$ cat config.mk
export PLATFORM = sky130hd
export DESIGN_NAME = half_float_converter_core
export DESIGN_NICKNAME = d
export VERILOG_FILES = /design/src/hfc_pkg.sv /design/src/half_float_converter_core.sv
export VERILOG_INCLUDE_DIRS = /design/src /design/src/src
export SDC_FILE = /design/constraint.sdc
export NUM_CORES = 1
export LEC_CHECK = 0
export BUFFER_PORTS_ARGS = -buffer_cell sky130_fd_sc_hd__buf_4
export CORE_MARGIN = 2
export CORE_UTILIZATION = 30
export DETAILED_ROUTE_END_ITERATION = 7
export PLACE_DENSITY = 0.48
export SETUP_SLACK_MARGIN = 0.1
export SLEW_MARGIN = 20
export SYNTH_ARGS = -nofsm -noshare
export SYNTH_HDL_FRONTEND = slang
export SYNTH_SLANG_ARGS = --single-unit
$ cat constraint.sdc
create_clock -name clk -period 3.3 [get_ports clk]
set_input_delay 0.33 -clock clk [delete_from_list [all_inputs] [get_ports clk]]
set_output_delay 0.33 -clock clk [all_outputs]
set_load 0.005 [all_outputs]
$ cat src/assert_macros.svh
// ---------------------------------------------------------------------------
// assertion helper macros
// clocked concurrent checks that vanish when SYNTHESIS is defined
// ---------------------------------------------------------------------------
`ifndef ASSERT_MACROS_SVH
`define ASSERT_MACROS_SVH

`ifndef SYNTHESIS

// property must hold at every clock edge outside reset
`define ASSERT_CLK(label, clk_sig, rst_n_sig, prop) \
	label: assert property (@(posedge clk_sig) disable iff (!rst_n_sig) (prop)) \
		else $error("assertion failed");

// condition must never be seen at a clock edge outside reset
`define ASSERT_NEVER(label, clk_sig, rst_n_sig, cond) \
	label: assert property (@(posedge clk_sig) disable iff (!rst_n_sig) !(cond)) \
		else $error("forbidden condition seen");

`else

`define ASSERT_CLK(label, clk_sig, rst_n_sig, prop)
`define ASSERT_NEVER(label, clk_sig, rst_n_sig, cond)

`endif

`endif

$ cat src/hfc_pkg.sv
`timescale 1ns / 1ps
// ---------------------------------------------------------------------------
// hfc_pkg
// types and constants for the binary32 / binary16 converter
// ---------------------------------------------------------------------------
package hfc_pkg;

	localparam int unsigned WORD_W = 32;
	localparam int unsigned HALF_W = 16;
	localparam int unsigned SHIFT_W = 7;  // holds 113 - exponent
	localparam int unsigned LZ_W = 4;     // subnormal normalize shift, 1..10

	// largest single exponent that lands in the half subnormal range
	localparam logic [7:0] SUB_EXP_MAX = 8'd112;
	localparam logic [7:0] SUB_EXP_REF = 8'd113;
	localparam logic [SHIFT_W-1:0] SHIFT_ZERO = 7'd32;
	// rebias of a normal half exponent into single format
	localparam logic [30:0] REBIAS_ADD = 31'h3800_0000;
	localparam logic [14:0] HALF_SUB_MAX = 15'h03ff;

	typedef enum logic {
		ACT_S2H = 1'b0,
		ACT_H2S = 1'b1
	} act_t;

endpackage

$ cat src/half_float_converter_core.sv
`timescale 1ns / 1ps
// ---------------------------------------------------------------------------
// half_float_converter_core
// binary32 <-> binary16 bit pattern converter, three stage pipeline
// ---------------------------------------------------------------------------
//
// channel   handshake              payload
// req       req_valid/req_ready    action, operand_bits
// rsp       rsp_valid/rsp_ready    result_bits
//
// one word per cycle sustained while rsp_ready stays high; an accepted word is
// registered in stage 1, stage 2 and stage 3 before rsp_valid rises.
// stage 1 decodes (subnormal shift count, half leading-one search), stage 2
// does the shift / rebias, stage 3 is the output register.
// each stage advances when its successor is empty or moving, so a stall on
// rsp backs up one stage at a time and no word is dropped or repeated.
// reset clears the valid bits only.
// ---------------------------------------------------------------------------
`include "assert_macros.svh"

module half_float_converter_core
	import hfc_pkg::*;
(
	input  logic              clk,
	input  logic              arst_n,
	input  logic              req_valid,
	output logic              req_ready,
	input  logic              action,
	input  logic [WORD_W-1:0] operand_bits,
	output logic              rsp_valid,
	input  logic              rsp_ready,
	output logic [WORD_W-1:0] result_bits
);

	logic v_s1, v_s2, v_s3;
	logic ready_s1, ready_s2, ready_s3;

	act_t              act_s1, act_s2, act_s3;
	logic [WORD_W-1:0] op_s1;
	logic              sub_s1;
	logic [SHIFT_W-1:0] sh_s1;
	logic [LZ_W-1:0]   lz_s1;
	logic [WORD_W-1:0] res_s2, res_s3;

	logic               sub_d;
	logic [SHIFT_W-1:0] sh_d;
	logic [LZ_W-1:0]    lz_d;
	logic [WORD_W-1:0]  res_d;

	assign ready_s3 = !v_s3 || rsp_ready;
	assign ready_s2 = !v_s2 || ready_s3;
	assign ready_s1 = !v_s1 || ready_s2;
	assign req_ready = ready_s1;

	always_ff @(posedge clk or negedge arst_n) begin
		if (!arst_n) begin
			v_s1 <= 1'b0;
			v_s2 <= 1'b0;
			v_s3 <= 1'b0;
		end else begin
			if (ready_s1) v_s1 <= req_valid;
			if (ready_s2) v_s2 <= v_s1;
			if (ready_s3) v_s3 <= v_s2;
		end
	end

	// stage 1 decode
	always_comb begin
		sub_d = (operand_bits[30:23] <= SUB_EXP_MAX);
		sh_d  = SHIFT_W'(SUB_EXP_REF - operand_bits[30:23]);
		// leading one of a subnormal half mantissa; highest set bit wins
		lz_d = '0;
		for (int i = 0; i < 10; i++) begin
			if (operand_bits[i]) lz_d = LZ_W'(10 - i);
		end
	end

	always_ff @(posedge clk) begin
		if (ready_s1) begin
			act_s1 <= act_t'(action);
			op_s1  <= operand_bits;
			sub_s1 <= sub_d;
			sh_s1  <= sh_d;
			lz_s1  <= lz_d;
		end
	end

	// stage 2 shift and rebias
	always_comb begin
		logic [23:0] frac_sh;
		logic [14:0] half_mag;
		logic [14:0] em;
		logic [10:0] norm;
		logic [7:0]  sub_exp;
		logic [30:0] rebias;

		frac_sh  = {1'b1, op_s1[22:0]} >> sh_s1[4:0];
		em       = op_s1[14:0];
		norm     = {1'b0, em[9:0]} << lz_s1;
		sub_exp  = SUB_EXP_REF - {4'b0, lz_s1};
		rebias   = {3'b0, em, 13'b0} + REBIAS_ADD;
		half_mag = '0;
		res_d    = '0;

		unique case (act_s1)
			ACT_S2H: begin
				if (!sub_s1) begin
					// exponent wraps: keep bit 7 and the low four bits
					half_mag = {op_s1[30], op_s1[26:23], op_s1[22:13]};
				end else if (sh_s1 >= SHIFT_ZERO) begin
					half_mag = '0;
				end else begin
					half_mag = {4'b0, frac_sh[23:13]};
				end
				res_d = {{(WORD_W-HALF_W){1'b0}}, op_s1[31], half_mag};
			end
			ACT_H2S: begin
				if (em > HALF_SUB_MAX) begin
					res_d = {op_s1[15], rebias};
				end else if (em != '0) begin
					res_d = {op_s1[15], sub_exp, norm[9:0], 13'b0};
				end else begin
					res_d = {op_s1[15], 31'b0};
				end
			end
			default: res_d = '0;
		endcase
	end

	always_ff @(posedge clk) begin
		if (ready_s2) begin
			act_s2 <= act_s1;
			res_s2 <= res_d;
		end
		if (ready_s3) begin
			act_s3 <= act_s2;
			res_s3 <= res_s2;
		end
	end

	assign rsp_valid   = v_s3;
	assign result_bits = res_s3;

	`ASSERT_CLK(a_half_upper_zero, clk, arst_n, (v_s3 && act_s3 == ACT_S2H) |-> (res_s3[31:16] == '0))
	`ASSERT_CLK(a_s1_drains_on_accept, clk, arst_n, (req_ready && v_s1) |-> ready_s2)
	`ASSERT_CLK(a_s2_holds_on_stall, clk, arst_n, (v_s2 && !ready_s3) |=> (v_s2 && $stable(res_s2)))
	`ASSERT_NEVER(a_bubble_blocks, clk, arst_n, !req_ready && !(v_s1 && v_s2 && v_s3))

endmodule

# [Word-level counts from Yosys, hierarchy flattened]
# Cells that the tools add are included.
[op_classes] mux=14 shift=2 magnitude_cmp=3 n_addsub=3 reduce_logical=9 bitwise=1
[ops] cell="case mux 32 bit (2 select lines)" n=1
[ops] cell="2-to-1 mux 31 bit" n=2
[ops] cell="adder 28 x 30 -> 31 bit (second input constant)" n=1
[ops] cell="right shift 24 x 5 -> 24 bit" n=1
[ops] cell="greater-than comparator 15 x 10 -> 1 bit (second input constant)" n=1
[ops] cell="2-to-1 mux 15 bit" n=1
[ops] cell="nonzero test 15 bit" n=1
[ops] cell="2-to-1 mux 3 bit" n=4
[ops] cell="2-to-1 mux 4 bit" n=3
[ops] cell="2-to-1 mux 11 bit" n=1
[ops] cell="<< shifter 10 x 4 -> 10 bit" n=1
[ops] cell="<= comparator 8 x 7 -> 1 bit (second input constant)" n=1
[ops] cell="subtractor 7 x 4 -> 8 bit (first input constant)" n=1
[ops] cell=">= comparator 7 x 6 -> 1 bit (second input constant)" n=1
[ops] cell="OR reduction 7 bit" n=1
[ops] cell="subtractor 7 bit (first input constant)" n=1
[ops] cell="2-to-1 mux 2 bit" n=2
[ops] cell="zero test 1 bit" n=3
[ops] cell="logical OR 1 bit" n=3
[ops] cell="OR reduction 3 bit" n=1
[ops] cell="NOT 1 bit" n=1
[word_totals] wordCells=44 output_inout_bits=34 register_bits=112 inputBits=37

# [Longest topological paths before layout]
[logic_depth] depth_word=9 mapped_depth=7 depth_no_buf=5

# [Worst setup path after synthesis]
# Ideal clock, no wire load.
[synth_path] path_type="input port to flip-flop" startpoint="input port rsp_ready" endpoint="register act_s1, enable pin" stages=1 setup_ns=0.758 path_buffers=0 t_required_ns=2.542 setup_slack_ns=0.923 arrival_ns=1.619 cell_sequence="nand4b_1"
[synth_between] elab_chain_len=3
[synth_lines] item="start: declaration" line="half_float_converter_core.sv:31" rtl="input logic rsp_ready,"
[synth_lines] item="logical OR 1 bit" line="half_float_converter_core.sv:50" rtl="assign ready_s3 = !v_s3 || rsp_ready;"
[synth_lines] item="logical OR 1 bit" line="half_float_converter_core.sv:51" rtl="assign ready_s2 = !v_s2 || ready_s3;"
[synth_lines] item="logical OR 1 bit" line="half_float_converter_core.sv:52" rtl="assign ready_s1 = !v_s1 || ready_s2;"
[synth_lines] item="end signal: assignment" line="half_float_converter_core.sv:80" rtl="act_s1 <= act_t'(action);"
[synth_lines] item="end: declaration" line="half_float_converter_core.sv:38" rtl="act_t act_s1, act_s2, act_s3;"
# No other way between the ends.
# A chain may end at the register's enable or synchronous reset.

# [Worst setup path after layout]
[layout_path] startpoint="register act_s1" endpoint="register res_s2[0], data pin"
[layout_between] elab_chain_len=2
[layout_lines] item="NOT 1 bit"
[layout_lines] item="case mux 32 bit (2 select lines) (*)" line="half_float_converter_core.sv:105" rtl="unique case (act_s1)"
[layout_lines] item="end signal: assignment" line="half_float_converter_core.sv:133" rtl="res_s2 <= res_d;"
[layout_lines] item="end: declaration" line="half_float_converter_core.sv:43" rtl="logic [WORD_W-1:0] res_s2, res_s3;"
# Every way passes the cells marked *; elsewhere a longest branch is shown, timed or not.

==> metrics.md <==
| Metric | Value |
|---|---|
| Avg Synthesized Cell Area | `15.0 um2` |
| Switch share | `22.4%` |
| Crit path largest cell delay | `0.68 ns` |
| NumNets Final | `411` |
| Final HPWL DP | `6.44 mm` |
| Critical Path AT | `2.28 ns` |
| Max-slew violations | `0` |
| Vias | `2,615` |
| FF-to-FF End | `res_s2[0]$_SDFFCE_PP0P_` |
| Ports | `71` |
| Worst-path cell chain | `nor3_2 > or4b_1 > nor2_8 > a21o_1 > a221o_1` |
| Largest area contributor in the netlist | `edfxtp_1` |
| Final hold slack | `0.166 ns` |
| Sequential Area | `0.00317 mm2` |
| Post-route DRC | `0` |
| Rel. slew slack | `38.2%` |
| Final core utilization | `38.0%` |
| Tmin final | `2.07 ns` |
| Root Buffer | `clkbuf_16` |
| Pre-CTS WS | `1.23 ns` |
| Antenna Cells | `0` |
| Synth warn | `0` |
| CP startpoint kind | `flop` |
| Clock latency on the worst-skew pair | `0.34 ns` |
| Finish-stage setup viols | `0` |
| Via density per instance | `4.67` |
| Cell Area, Synth | `0.00451 mm2` |
| Tcrit/Tclk final | `62.8%` |
| Die Height | `127 um` |
| Placement Rows | `44` |
| First-pass GRT wire length | `14.0 mm` |
| Setup TNS | `0 ns` |
| DP Area | `0.00522 mm2` |
| Worst R2R Start | `act_s1$_DFFE_PP_` |
| Internal power | `2530 uW` |
| Worst Skew | `0.00537 ns` |
| Power Density | `589 mW/mm2` |
| H-tree depth | `3` |
| Yosys reg bits | `106` |
| HP Class | `input port to flop` |
| WHS Path Cells | `1` |
| Critical path class | `flop to flop` |
| Worst hold start | `operand_bits[11]` |
| Max Freq | `483 MHz` |
| Largest net degree at the start of global routing | `44` |
| Asr flop ratio synth | `2.83%` |
| Iteration-0 DRC Markers | `227` |
| RSZ-0062 raised after global routing | `no` |
| Setup bufs post-CTS | `0` |
| Sw Pwr | `730 uW` |
| R2r worst-path depth | `5` |
| Design area | `0.00554 mm2` |
| Initial Utilization | `30.9%` |
| Die width | `127 um` |
| Sequential power share | `54.5%` |
| Core box area | `0.0146 mm2` |
| PostCTS Resize Cnt | `0` |
| Routability Congestion | `0.843` |
| Status | `completed` |
| Maxcap violations | `0` |
| Router iterations before antenna repair | `4` |
| Post-synth EDFFs | `103` |
| Multi-input gate area | `0.00123 mm2` |
| Number of global-route vias before repair | `2,609` |
| Synth top area share | `68.5%` |
| Clock sink count | `106` |
| Die area | `0.0160 mm2` |
| Final hold violations | `0` |
| Cells after synthesis | `301` |
| Hold Buf Count CTS | `1` |
| Max rail drop VDD | `232 uV` |
| Worst Setup Slack, final | `1.23 ns` |
| Worst Tran Pin Value | `0.924 ns` |
| Clock Power Share | `34.1%` |
| Layout cells sized above 1 | `27.4%` |
| Number of port buffers | `70` |
| Antenna violations before repair | `0` |
| CP max FO | `17` |
| P&R area growth vs syn | `22.7%` |
| Antenna Nets Post-Route | `0` |
| Hold EP | `op_s1[11]$_DFFE_PP_` |
| Slowest-stage cell, CP | `or4b_1` |
| Cts bufs inserted | `9` |
| Clk buf depth | `2` |
| P_leak | `0.00212 uW` |
| Count of cell types in the netlist | `47` |
| Fillers | `1,374` |
| Post-Route WL | `8.84 mm` |
| Top_reg_cell synth | `edfxtp_1` |
| Setup crit end kind | `flop` |
| Top post-synthesis cells by area | `edfxtp_1 69%, mux2i_1 3.3%, mux4_2 3.0%, mux2_2 1.7%, a21oi_1 1.7%` |
| Routed len/inst | `15.8 um` |
| CTS tree | `done` |
| Total track usage | `11.0%` |
| Clk slew on worst S/H paths | `0.07 ns` |
| Sequential element share of the synthesized area | `70.2%` |
| Mapped Nets | `340` |
| Comb pwr share | `11.4%` |
| CP required | `3.51 ns` |
| Slack of the worst reg-to-reg path | `1.23 ns` |
| GR Overflow Total | `0` |
==> routing by layer <==
layer  wire [um]  track usage [%]
met4         146             4.85
met1        4450             16.7
met3         430             1.94
met5           0                0
met2        3810             15.4
==> stage by stage <==
stage	total power, uW	instances
6_report	3260	560
5_1_grt	3400	560
4_1_cts	3300	560
3_5_place_dp	2190	544
3_3_place_gp	2190	544
2_1_floorplan	1990	301
==> critical path: cells and delay by family, from the launching register on <==
| family | cells | cell delay, ns |
|---|---|---|
| compound gates | 2 | 0.26 |
| flops | 1 | 0.60 |
| simple gates | 3 | 1.07 |
==> state kept, by name, indices dropped and copies added (netlist names) <==
name / cells
op_s1: 29
act_s1: 1
rsp_valid: 1
sub_s1: 1
lz_s1: 4
res_s2: 31
sh_s1: 6
v_s2: 1
v_s1: 1
result_bits: 31
==> how the worst max path moves through the flow <==
stage	startpoint	end	slack [ns]	cells after the start
floorplan	rsp_ready	act_s1$_DFFE_PP_	0.92	1
global placement	act_s1$_DFFE_PP_	res_s2[2]$_SDFFCE_PP0P_	1.21	3
detailed placement	act_s1$_DFFE_PP_	res_s2[0]$_SDFFCE_PP0P_	1.23	5
CTS	act_s1$_DFFE_PP_	res_s2[0]$_SDFFCE_PP0P_	1.20	5
global route	act_s1$_DFFE_PP_	res_s2[2]$_SDFFCE_PP0P_	1.11	3
finish	act_s1$_DFFE_PP_	res_s2[0]$_SDFFCE_PP0P_	1.23	5
==> cell usage in the layout (no fill, tap or decap), drive strengths merged, types with 4 or more instances in the layout <==
cell type  instances
nand3b             4
nand2             19
o21ai             15
nor3               7
mux4               6
a21oi             15
mux2i             15
nor2              18
clkbuf            11
a211oi             4
mux2               7
inv               10
nand2b             4
and2               5
buf               73
nor2b              9
edfxtp           103
a22o               4
==> final cells by class <==
type	count	area share (%)
well taps	184	4.16
multi-input cells	171	22.3
clock buffers	11	4.20
inverters	10	0.678
clock inverters	4	1.40
flip-flops and latches	106	57.2
repair buffers	74	10.1
==> kinds of logic (layout without fill, tap and decap cells) <==
family                   Yosys count  in the layout  share of synthesized area [%]
buffers and inverters             24             99                           2.50
flip-flops                       106            106                           70.2
adder cells (fa/ha/maj)            2              2                          0.554
AO/OA/AOI/OAI                     59             59                           8.51
XOR/XNOR                           5              5                          0.971
AND/OR/NAND/NOR                   77             77                           9.20
multiplexers                      28             28                           8.07
==> cells in the mapped netlist (all sizes together) (5+ instances only) <==
cell type	count
inv	10
edfxtp	103
nor2	18
mux2	7
nand2	19
nor2b	9
and2	5
nor3	7
mux2i	15
buf	6
o21ai	15
a21oi	15
clkbuf	8
mux4	6
==> power by group through the flow <==
stage	Sequential [uW]	Combinational, uW	Clock [uW]
floorplan	1760	226	0
global placement	1810	377	0
detailed placement	1810	375	0
CTS	1780	378	1140
global route	1800	413	1180
finish	1780	371	1110
(Power assumes the default switching activity.)
